## config.mk

```make
export PLATFORM = sky130hd
export DESIGN_NAME = bitmap_block_allocator
export DESIGN_NICKNAME = d
export VERILOG_FILES = /design/src/hw/rtl/bba_pkg.sv /design/src/hw/rtl/bitmap_block_allocator.sv
export SDC_FILE = /design/constraint.sdc
export NUM_CORES = 1
export LEC_CHECK = 0
export BUFFER_PORTS_ARGS = -buffer_cell sky130_fd_sc_hd__buf_2
export CORE_MARGIN = 2
export CORE_UTILIZATION = 50
export CTS_BUF_LIST = sky130_fd_sc_hd__clkbuf_8
export DETAILED_ROUTE_END_ITERATION = 8
export GPL_ROUTABILITY_DRIVEN = 0
export GPL_TIMING_DRIVEN = 0
export PLACE_DENSITY = 0.64
export RECOVER_POWER = 50
export SLEW_MARGIN = 0
export SYNTH_ARGS = -nofsm -noshare
export SYNTH_HDL_FRONTEND = slang
export SYNTH_SLANG_ARGS = --single-unit
export TNS_END_PERCENT = 100
```

## constraint.sdc

```tcl
create_clock -name clk -period 8.65 [get_ports clk]
set_clock_uncertainty 0.2 [all_clocks]
set_input_delay 0.865 -clock clk [delete_from_list [all_inputs] [get_ports clk]]
set_output_delay 0.865 -clock clk [all_outputs]
set_load 0.1 [all_outputs]
```

## src/hw/rtl/bba_pkg.sv

```systemverilog
// Shared types and constants of the bitmap block allocator.
`timescale 1ns / 1ps
`default_nettype none

package bba_pkg;

    // Defaults for the top-level parameters
    localparam int DEF_MAX_BLOCKS  = 1024;
    localparam int DEF_MAX_REQUEST = 16;

    // Bitmap word width (one memory row)
    localparam int WORD_W = 32;

    // Fixed field widths
    localparam int CFG_W   = 11;
    localparam int REQ_W   = 5;
    localparam int BN_W    = 10;
    localparam int STAT_W  = 2;
    localparam int APB_DW  = 32;
    localparam int APB_AW  = 3;

    localparam logic [CFG_W-1:0] BLOCK_COUNT_RST = 11'd1024;

    // Register index taken from paddr[2]
    localparam logic REG_BLOCK_COUNT = 1'b0;

    // Operation codes
    localparam logic OP_ALLOC = 1'b0;
    localparam logic OP_FREE  = 1'b1;

    // Result status codes
    localparam logic [STAT_W-1:0] STATUS_OK    = 2'd0;
    localparam logic [STAT_W-1:0] STATUS_SHORT = 2'd1;
    localparam logic [STAT_W-1:0] STATUS_RANGE = 2'd2;

    typedef enum logic [2:0] {
        ST_CLEAR,
        ST_IDLE,
        ST_RD,
        ST_LOAD,
        ST_FIND,
        ST_END,
        ST_FREE_RD,
        ST_FREE_WR
    } state_t;

endpackage

`default_nettype wire

```

## src/hw/rtl/bitmap_block_allocator.sv

```systemverilog
// First-fit block allocator over a used/free bitmap held in a word memory.
// Allocation reads, loads and searches each bitmap word in turn (ST_RD, ST_LOAD, ST_FIND),
//   then closes in ST_END; a free reads and rewrites its word (ST_FREE_RD, ST_FREE_WR), and an
//   out-of-range free goes straight to ST_FREE_WR. One item at a time; the bitmap memory port
//   (one word read or written per cycle) and the find-first-zero sequencer bound the work per item.
// Reset: asynchronous, active low. After reset a clearing pass writes zero to every
//   bitmap word while s_axis_tready stays low; APB is live.
`timescale 1ns / 1ps
`default_nettype none

module bitmap_block_allocator
    import bba_pkg::*;
#(
    parameter int MAX_BLOCKS  = DEF_MAX_BLOCKS,
    parameter int MAX_REQUEST = DEF_MAX_REQUEST
)
(
    input  wire logic                clk,
    input  wire logic                rst_n,

    // APB configuration port
    input  wire logic                psel,
    input  wire logic                penable,
    input  wire logic                pwrite,
    input  wire logic [APB_AW-1:0]   paddr,
    input  wire logic [APB_DW-1:0]   pwdata,
    output logic      [APB_DW-1:0]   prdata,
    output logic                     pready,

    // Request stream
    input  wire logic                s_axis_tvalid,
    output logic                     s_axis_tready,
    input  wire logic [15:0]         s_axis_tdata,   // [4:0] request_count, [14:5] block_index
    input  wire logic [0:0]          s_axis_tuser,   // [0] operation

    // Result stream
    output logic                     m_axis_tvalid,
    input  wire logic                m_axis_tready,
    output logic [15:0]              m_axis_tdata,   // [9:0] block_number
    output logic [2:0]               m_axis_tuser,   // [0] granted, [2:1] status
    output logic                     m_axis_tlast
);

    // ------------------------------------------------------------------
    // Derived sizes
    // ------------------------------------------------------------------
    localparam int NUM_WORDS = (MAX_BLOCKS + WORD_W - 1) / WORD_W;
    localparam int ADDR_W    = (NUM_WORDS > 1) ? $clog2(NUM_WORDS) : 1;
    localparam int IDX_W     = $clog2(WORD_W);
    localparam int CNT_BITS  = $clog2(MAX_BLOCKS + 1);
    localparam int CNT_W     = (CNT_BITS > CFG_W) ? CNT_BITS : CFG_W;
    localparam int NW        = CNT_W + 1;              // block arithmetic width
    localparam int GOT_W     = $clog2(MAX_REQUEST + 1);
    localparam int RQ_W      = (GOT_W > REQ_W) ? GOT_W : REQ_W;

    // ------------------------------------------------------------------
    // Configuration register
    // ------------------------------------------------------------------
    logic [CFG_W-1:0] block_count_reg;
    logic             cfg_wr;

    assign pready = 1'b1;
    assign cfg_wr = psel && penable && pwrite && (paddr[2] == REG_BLOCK_COUNT);

    always_ff @(posedge clk or negedge rst_n)
    begin
        if (!rst_n)
        begin
            block_count_reg <= BLOCK_COUNT_RST;
        end
        else if (cfg_wr)
        begin
            block_count_reg <= pwdata[CFG_W-1:0];
        end
    end

    assign prdata = (paddr[2] == REG_BLOCK_COUNT) ? APB_DW'(block_count_reg) : '0;

    // Effective scan limit: block_count clamped to MAX_BLOCKS
    logic [NW-1:0] bc_ext;
    logic [NW-1:0] eff_limit;

    assign bc_ext    = NW'(block_count_reg);
    assign eff_limit = (bc_ext > NW'(MAX_BLOCKS)) ? NW'(MAX_BLOCKS) : bc_ext;

    // ------------------------------------------------------------------
    // Input field unpacking
    // ------------------------------------------------------------------
    logic             in_op;
    logic [REQ_W-1:0] in_req;
    logic [BN_W-1:0]  in_idx;
    logic [NW-1:0]    in_idx_ext;
    logic [RQ_W-1:0]  in_req_ext;
    logic [GOT_W-1:0] in_want;
    logic             s_xfer;

    assign in_op      = s_axis_tuser[0];
    assign in_req     = s_axis_tdata[4:0];
    assign in_idx     = s_axis_tdata[14:5];
    assign in_idx_ext = NW'(in_idx);
    assign in_req_ext = RQ_W'(in_req);
    assign in_want    = (in_req_ext > RQ_W'(MAX_REQUEST)) ? GOT_W'(MAX_REQUEST)
                                                          : GOT_W'(in_req_ext);

    // ------------------------------------------------------------------
    // State and datapath registers
    // ------------------------------------------------------------------
    state_t            state_reg, state_next;
    logic [ADDR_W-1:0] addr_reg, addr_next;
    logic [WORD_W-1:0] word_reg, word_next;
    logic [WORD_W-1:0] mask_reg, mask_next;
    logic [GOT_W-1:0]  got_reg, got_next;
    logic [GOT_W-1:0]  want_reg, want_next;
    logic [REQ_W-1:0]  req_reg, req_next;
    logic              hold_valid_reg, hold_valid_next;
    logic [BN_W-1:0]   hold_num_reg, hold_num_next;
    logic [BN_W-1:0]   idx_reg, idx_next;
    logic              free_err_reg, free_err_next;

    logic              out_valid_reg, out_valid_next;
    logic              out_granted_reg, out_granted_next;
    logic [BN_W-1:0]   out_num_reg, out_num_next;
    logic [STAT_W-1:0] out_status_reg, out_status_next;
    logic              out_last_reg, out_last_next;

    // Bitmap memory: one word read or written per cycle, registered read data
    logic [WORD_W-1:0] mem [NUM_WORDS];
    logic [WORD_W-1:0] mem_q_reg;
    logic              mem_we;
    logic [WORD_W-1:0] mem_wdata;

    always_ff @(posedge clk)
    begin
        if (mem_we)
        begin
            mem[addr_reg] <= mem_wdata;
        end
        mem_q_reg <= mem[addr_reg];
    end

    // ------------------------------------------------------------------
    // Scan helpers
    // ------------------------------------------------------------------
    logic [NW-1:0]     base;
    logic [NW-1:0]     rem;
    logic              last_word;
    logic [WORD_W-1:0] search;
    logic              found;
    logic [IDX_W-1:0]  pos;
    logic [NW-1:0]     grant_num;
    logic              out_free;
    logic              want_met;
    logic              find_grant;
    logic              find_stall;
    logic              word_done;
    logic [RQ_W-1:0]   got_ext;
    logic [RQ_W-1:0]   req_ext;

    assign base      = NW'({addr_reg, {IDX_W{1'b0}}});
    assign rem       = eff_limit - base;
    assign last_word = (base + NW'(WORD_W)) >= eff_limit;

    // Blocks at or beyond the limit look used to the search
    assign search = word_reg | mask_reg;
    assign found  = ~&search;

    // Lowest zero bit
    always_comb
    begin
        pos = '0;
        for (int i = WORD_W - 1; i >= 0; i--)
        begin
            if (!search[i])
            begin
                pos = IDX_W'(i);
            end
        end
    end

    assign grant_num  = base + NW'(pos);
    assign out_free   = !out_valid_reg || m_axis_tready;
    assign want_met   = (got_reg == want_reg);
    assign find_grant = !want_met && found;
    // A new grant pushes the held one out; it waits while the output slot is full
    assign find_stall = find_grant && hold_valid_reg && !out_free;
    assign word_done  = want_met || !found;
    assign got_ext    = RQ_W'(got_reg);
    assign req_ext    = RQ_W'(req_reg);

    assign s_axis_tready = (state_reg == ST_IDLE);
    assign s_xfer        = s_axis_tvalid && s_axis_tready;

    // ------------------------------------------------------------------
    // Next state
    // ------------------------------------------------------------------
    always_comb
    begin
        state_next = state_reg;
        unique case (state_reg)
            ST_CLEAR:
            begin
                if (addr_reg == ADDR_W'(NUM_WORDS - 1))
                begin
                    state_next = ST_IDLE;
                end
            end
            ST_IDLE:
            begin
                if (s_xfer)
                begin
                    if (in_op == OP_FREE)
                    begin
                        state_next = (in_idx_ext < eff_limit) ? ST_FREE_RD : ST_FREE_WR;
                    end
                    else if ((in_want == '0) || (eff_limit == '0))
                    begin
                        state_next = ST_END;
                    end
                    else
                    begin
                        state_next = ST_RD;
                    end
                end
            end
            ST_RD:      state_next = ST_LOAD;
            ST_LOAD:    state_next = ST_FIND;
            ST_FIND:
            begin
                if (word_done)
                begin
                    state_next = (want_met || last_word) ? ST_END : ST_RD;
                end
            end
            ST_END:
            begin
                if (out_free)
                begin
                    state_next = ST_IDLE;
                end
            end
            ST_FREE_RD: state_next = ST_FREE_WR;
            ST_FREE_WR:
            begin
                if (out_free)
                begin
                    state_next = ST_IDLE;
                end
            end
            default:    state_next = ST_IDLE;
        endcase
    end

    // ------------------------------------------------------------------
    // Datapath and memory control
    // ------------------------------------------------------------------
    always_comb
    begin
        addr_next        = addr_reg;
        word_next        = word_reg;
        mask_next        = mask_reg;
        got_next         = got_reg;
        want_next        = want_reg;
        req_next         = req_reg;
        hold_valid_next  = hold_valid_reg;
        hold_num_next    = hold_num_reg;
        idx_next         = idx_reg;
        free_err_next    = free_err_reg;
        out_valid_next   = out_valid_reg && !m_axis_tready;
        out_granted_next = out_granted_reg;
        out_num_next     = out_num_reg;
        out_status_next  = out_status_reg;
        out_last_next    = out_last_reg;
        mem_we           = 1'b0;
        mem_wdata        = word_reg;

        unique case (state_reg)
            ST_CLEAR:
            begin
                mem_we    = 1'b1;
                mem_wdata = '0;
                addr_next = (addr_reg == ADDR_W'(NUM_WORDS - 1)) ? '0 : addr_reg + 1'b1;
            end
            ST_IDLE:
            begin
                if (s_xfer)
                begin
                    req_next        = in_req;
                    want_next       = in_want;
                    got_next        = '0;
                    hold_valid_next = 1'b0;
                    idx_next        = in_idx;
                    free_err_next   = !(in_idx_ext < eff_limit);
                    addr_next       = (in_op == OP_FREE) ? in_idx_ext[IDX_W +: ADDR_W] : '0;
                end
            end
            ST_RD:
            begin
            end
            ST_LOAD:
            begin
                word_next = mem_q_reg;
                if (rem >= NW'(WORD_W))
                begin
                    mask_next = '0;
                end
                else
                begin
                    mask_next = {WORD_W{1'b1}} << rem[IDX_W-1:0];
                end
            end
            ST_FIND:
            begin
                if (word_done)
                begin
                    // Write back the word with its new grants
                    mem_we = 1'b1;
                    if (!want_met && !last_word)
                    begin
                        addr_next = addr_reg + 1'b1;
                    end
                end
                else if (!find_stall)
                begin
                    if (hold_valid_reg)
                    begin
                        out_valid_next   = 1'b1;
                        out_granted_next = 1'b1;
                        out_num_next     = hold_num_reg;
                        out_status_next  = STATUS_OK;
                        out_last_next    = 1'b0;
                    end
                    hold_valid_next = 1'b1;
                    hold_num_next   = grant_num[BN_W-1:0];
                    word_next[pos]  = 1'b1;
                    got_next        = got_reg + 1'b1;
                end
            end
            ST_END:
            begin
                if (out_free)
                begin
                    out_valid_next  = 1'b1;
                    out_last_next   = 1'b1;
                    hold_valid_next = 1'b0;
                    if (hold_valid_reg)
                    begin
                        out_granted_next = 1'b1;
                        out_num_next     = hold_num_reg;
                        out_status_next  = (got_ext < req_ext) ? STATUS_SHORT : STATUS_OK;
                    end
                    else
                    begin
                        out_granted_next = 1'b0;
                        out_num_next     = '0;
                        out_status_next  = (req_reg == '0) ? STATUS_OK : STATUS_SHORT;
                    end
                end
            end
            ST_FREE_RD:
            begin
            end
            ST_FREE_WR:
            begin
                // Rewriting while stalled is harmless: same data each cycle
                if (!free_err_reg)
                begin
                    mem_we    = 1'b1;
                    mem_wdata = mem_q_reg & ~(WORD_W'(1) << idx_reg[IDX_W-1:0]);
                end
                if (out_free)
                begin
                    out_valid_next   = 1'b1;
                    out_granted_next = 1'b0;
                    out_num_next     = '0;
                    out_status_next  = free_err_reg ? STATUS_RANGE : STATUS_OK;
                    out_last_next    = 1'b1;
                end
            end
            default:
            begin
            end
        endcase
    end

    // ------------------------------------------------------------------
    // Registers
    // ------------------------------------------------------------------
    always_ff @(posedge clk or negedge rst_n)
    begin
        if (!rst_n)
        begin
            state_reg      <= ST_CLEAR;
            addr_reg       <= '0;
            got_reg        <= '0;
            want_reg       <= '0;
            hold_valid_reg <= 1'b0;
            out_valid_reg  <= 1'b0;
        end
        else
        begin
            state_reg      <= state_next;
            addr_reg       <= addr_next;
            got_reg        <= got_next;
            want_reg       <= want_next;
            hold_valid_reg <= hold_valid_next;
            out_valid_reg  <= out_valid_next;
        end
    end

    always_ff @(posedge clk)
    begin
        word_reg        <= word_next;
        mask_reg        <= mask_next;
        req_reg         <= req_next;
        hold_num_reg    <= hold_num_next;
        idx_reg         <= idx_next;
        free_err_reg    <= free_err_next;
        out_granted_reg <= out_granted_next;
        out_num_reg     <= out_num_next;
        out_status_reg  <= out_status_next;
        out_last_reg    <= out_last_next;
    end

    // ------------------------------------------------------------------
    // Result stream
    // ------------------------------------------------------------------
    assign m_axis_tvalid = out_valid_reg;
    assign m_axis_tdata  = 16'(out_num_reg);
    assign m_axis_tuser  = {out_status_reg, out_granted_reg};
    assign m_axis_tlast  = out_last_reg;

    // ------------------------------------------------------------------
    // Assertions
    // ------------------------------------------------------------------
    a_got_le_want: assert property (@(posedge clk) disable iff (!rst_n)
        (state_reg == ST_FIND) |-> (got_reg <= want_reg))
        else $error("grant count exceeds clamped request");

    a_hold_has_grant: assert property (@(posedge clk) disable iff (!rst_n)
        hold_valid_reg |-> (got_reg != '0))
        else $error("held grant without a counted grant");

    a_scan_in_range: assert property (@(posedge clk) disable iff (!rst_n)
        (state_reg == ST_FIND) |-> (base < eff_limit))
        else $error("scan word beyond block limit");

    a_grant_in_range: assert property (@(posedge clk) disable iff (!rst_n)
        (out_valid_reg && out_granted_reg) |-> (NW'(out_num_reg) < eff_limit))
        else $error("granted block beyond block limit");

    a_no_grant_on_free: assert property (@(posedge clk) disable iff (!rst_n)
        (state_reg == ST_FREE_WR && out_free) |=> (!out_granted_reg && out_last_reg))
        else $error("free result must be a single non-grant result");

endmodule

`default_nettype wire

```

==> flow_summary.toml <==
[drt]
num_vias = 27000
drc = 0
antenna_left = 0
wirelength_um = 137000
routedWlPerCell_um = 32.6
vias_per_cell = 6.45
firstDrtPassIters = 6
drt_iter0_markers = 3538

[synth]
netlist_area_um2 = 47100
synth_seq_cells = 1186
ys_seq_area_share_pct = 74.7
syn_inst = 2425
async_flop_share_pct = 2.61
yosys_warnings = 0
synth_edf_count = 1123
synthDistinctLibCells = 79
postSynthAreaPerCell_um2 = 19.4
ys.flop_type = "edfxtp_1"

[cells_and_area]
drive_above_1_share_pct = 23.2
nFillCells = 7020
final_util_pct = 57.3
largest_register_ff_count = 1024
area_growth_pct = 13.6
fin_nets = 2872
final_cell_area_um2 = 53400
largest_register = "mem"

[cts]
cts_made_buffers = 186
htreeDepth = 4
clkTransAtPathRegs_ps = 60
cts_tree = "yes"
cts.path.max_buffers = 3
clock-root-buffer = "clkbuf_8"
post_cts_buffers = 0
cts.sinks = 1186
post_cts_resized = 0
insertion_delay_ps = 870

[placement]
dp_slack_ps = 3320
hpwl_um = 85100
place_area_um2 = 50500
place.port_buffers = 61

[sta]
fin_ws_ps = 2440
period_needed_ps = 6210
min_period_over_period_pct = 71.8
tightestPinTransition_ps = 2240
slew_viol_final = 222
timing_hold_violations_final = 0
rsz0062_at_grt = "false"
slew_headroom_pct = -49.5
final-setup-viol-count = 0
fmax_mhz = 161
tns_ps = 0

[global_routing]
gr-usage-all-layers_pct = 28.3
grt_use_met3_pct = 6.38
grt_pass1_vias = 27000
use_met1_pct = 38.5
grt_max_degree = 34
grt_use_met2_pct = 44.5
grt-ovfl-total = 0
antenna_found_initial = 3
top_usage_layer = "met2"
grt_pass1_wl_um = 193000

[critical_path]
startpoint = "word_reg[10]"
cp_slowest_cell = "clkbuf_1"
cp-start-kind = "register"
critPathCaptureType = "register"
r2r_start = "word_reg[10]"
path_class = "register to register"
crit_required_ps = 8870
cp_max_fo = 23
cp.arrival_ps = 6440
max_stage_delay_ps = 1650
cp_top_family = "simple AND/OR/NAND/NOR gates"
cp_num_buf_inv = 1
cp_cell_sequence = "o22ai_1, nor4_1, nand4_4, a311o_1, a21oi_1, and2_0, clkbuf_1"

[run]
drv_cap = 11

[power]
seq_power_share_pct = 43.6
p_per_area_nw_per_um2 = 356
p_clk_share_pct = 23.2
peakVddDrop_mv = 0.205
p_int_mw = 12.2
p_leak_nw = 17.7
power_frac_comb_pct = 33.2
switchingPower_mw = 6.88
swShare_pct = 36.2

[run_status]
violations = "max-capacitance violations, max-slew violations"
status = "finished with violations"

[floorplan]
io-pin-count = 114
start_util_pct = 50.4
die_y_um = 311
die_w_um = 311
coreArea_um2 = 93300
fp.dieArea_um2 = 96600
rows = 112

[hold_path]
hold_start = "pwdata[8]"
hp-class = "primary input to register"
==> power groups by stage <==
stage	Sequential, mW	Clock, mW	Combinational, mW
6_report	8.30	4.41	6.33
5_1_grt	8.33	4.71	6.64
4_1_cts	8.21	4.45	6.63
3_5_place_dp	8.33	0	6.60
3_3_place_gp	8.47	0	5.90
2_1_floorplan	8.36	0	3.81
==> per-layer routing <==
layer  share of wire (%)  routed length [µm]
met2                  47               64300
met3                  11               15600
met5               0.016                  22
met4                 4.2                5700
met1                  37               50900
==> worst paths after layout <==
path / slack, ps / end / cells past startpoint
max in group asynchronous: 6380 / want_reg[3] / 2
setup / recovery: 2440 / mem[31][7] / 7
min in group asynchronous: 830 / state_reg[1] / 2
hold / removal: 60 / block_count_reg[8] / 2
setup reg to reg: 2440 / mem[31][7] / 7
hold reg to reg: 260 / hold_num_reg[8] / 0
==> stage by stage <==
step / hold slack [ps] / cells / power [mW]
detailed placement: 241 / 3831 / 14.9
global route: 30.1 / 4192 / 19.7
global placement: 234 / 3766 / 14.4
CTS: 0.989 / 4190 / 19.3
finish: 55.0 / 4192 / 19.0
floorplan: 220 / 2451 / 12.2
==> area by class of cell <==
type	instances	area (µm²)	area share, %
sequential	1186	35100	65.8
multi-input combinational	1077	11200	21.0
clock buffer	201	2770	5.18
tap	1254	1570	2.94
timing repair buffer	143	1210	2.26
buffer	151	721	1.35
clock inverter	142	693	1.30
inverter	37	139	0.260
antenna	1	2.50	0.00468
==> cells by family (layout without fill, tap and decap cells) <==
logic type | after synthesis | after routing | synth area share [%]
buffers and inverters | 188 | 674 | 1.82
AOI/OAI and AO/OA | 370 | 370 | 5.46
muxes | 291 | 291 | 13.0
adders and majority gates | 31 | 31 | 0.840
xor gates and xnor gates | 8 | 8 | 0.149
and+or+nand+nor | 349 | 349 | 4.01
DFF | 1186 | 1186 | 74.7
other | 2 | 29 | 0.0160
==> cell usage after synthesis, types with 6 or more instances <==
library cell	n	area share, %
buf_1	10	0.080
dfxtp_1	32	1.4
a22oi_1	130	2.1
mux2i_1	23	0.49
nor2b_1	31	0.41
nand2_1	46	0.37
or2_2	6	0.080
dfrtp_1	30	1.6
inv_1	34	0.27
nand4_1	37	0.49
o31ai_1	22	0.35
a31oi_1	9	0.12
a21o_1	10	0.16
edfxtp_1	1123	72
clkbuf_1	82	0.65
o21ai_0	87	0.93
buf_4	29	0.46
nand2b_1	12	0.16
nor2_1	69	0.55
mux2_2	12	0.29
o22ai_1	23	0.31
and2_1	37	0.49
nand3_1	53	0.56
mux4_2	256	12
a21oi_1	29	0.31
ha_1	30	0.80
nor3_1	28	0.30
buf_2	29	0.31
==> layout by cell type (no fill, tap or decap), types with 10 or more instances in the layout <==
cell type         n
nand4_1          37
dfxtp_1          32
mux4_2          256
buf_2            52
a22oi_1         130
o31ai_1          22
a21oi_1          30
nand2_1          46
dlygate4sd3_1    16
o21ai_0          86
inv_1            94
ha_1             30
edfxtp_1       1123
buf_4            31
clkbuf_1        148
conb_1           28
nor2_1           69
nor3_1           20
a21o_1           10
and2_2           21
clkinv_1         50
buf_12           21
nor2b_1          31
mux2i_1          23
nand3_1          54
dfrtp_1          30
o22ai_1          24
mux2_2           12
nand2b_1         12
clkinv_2         17
clkbuf_8        201
==> what timing repair did <==
item | 4_1_cts | 5_1_grt
endpoints found under the hold margin | 45 | 0
hold buffers | 16 | 0
setup endpoints to repair | 0 | 0
Power figures use the tool's default switching activity.
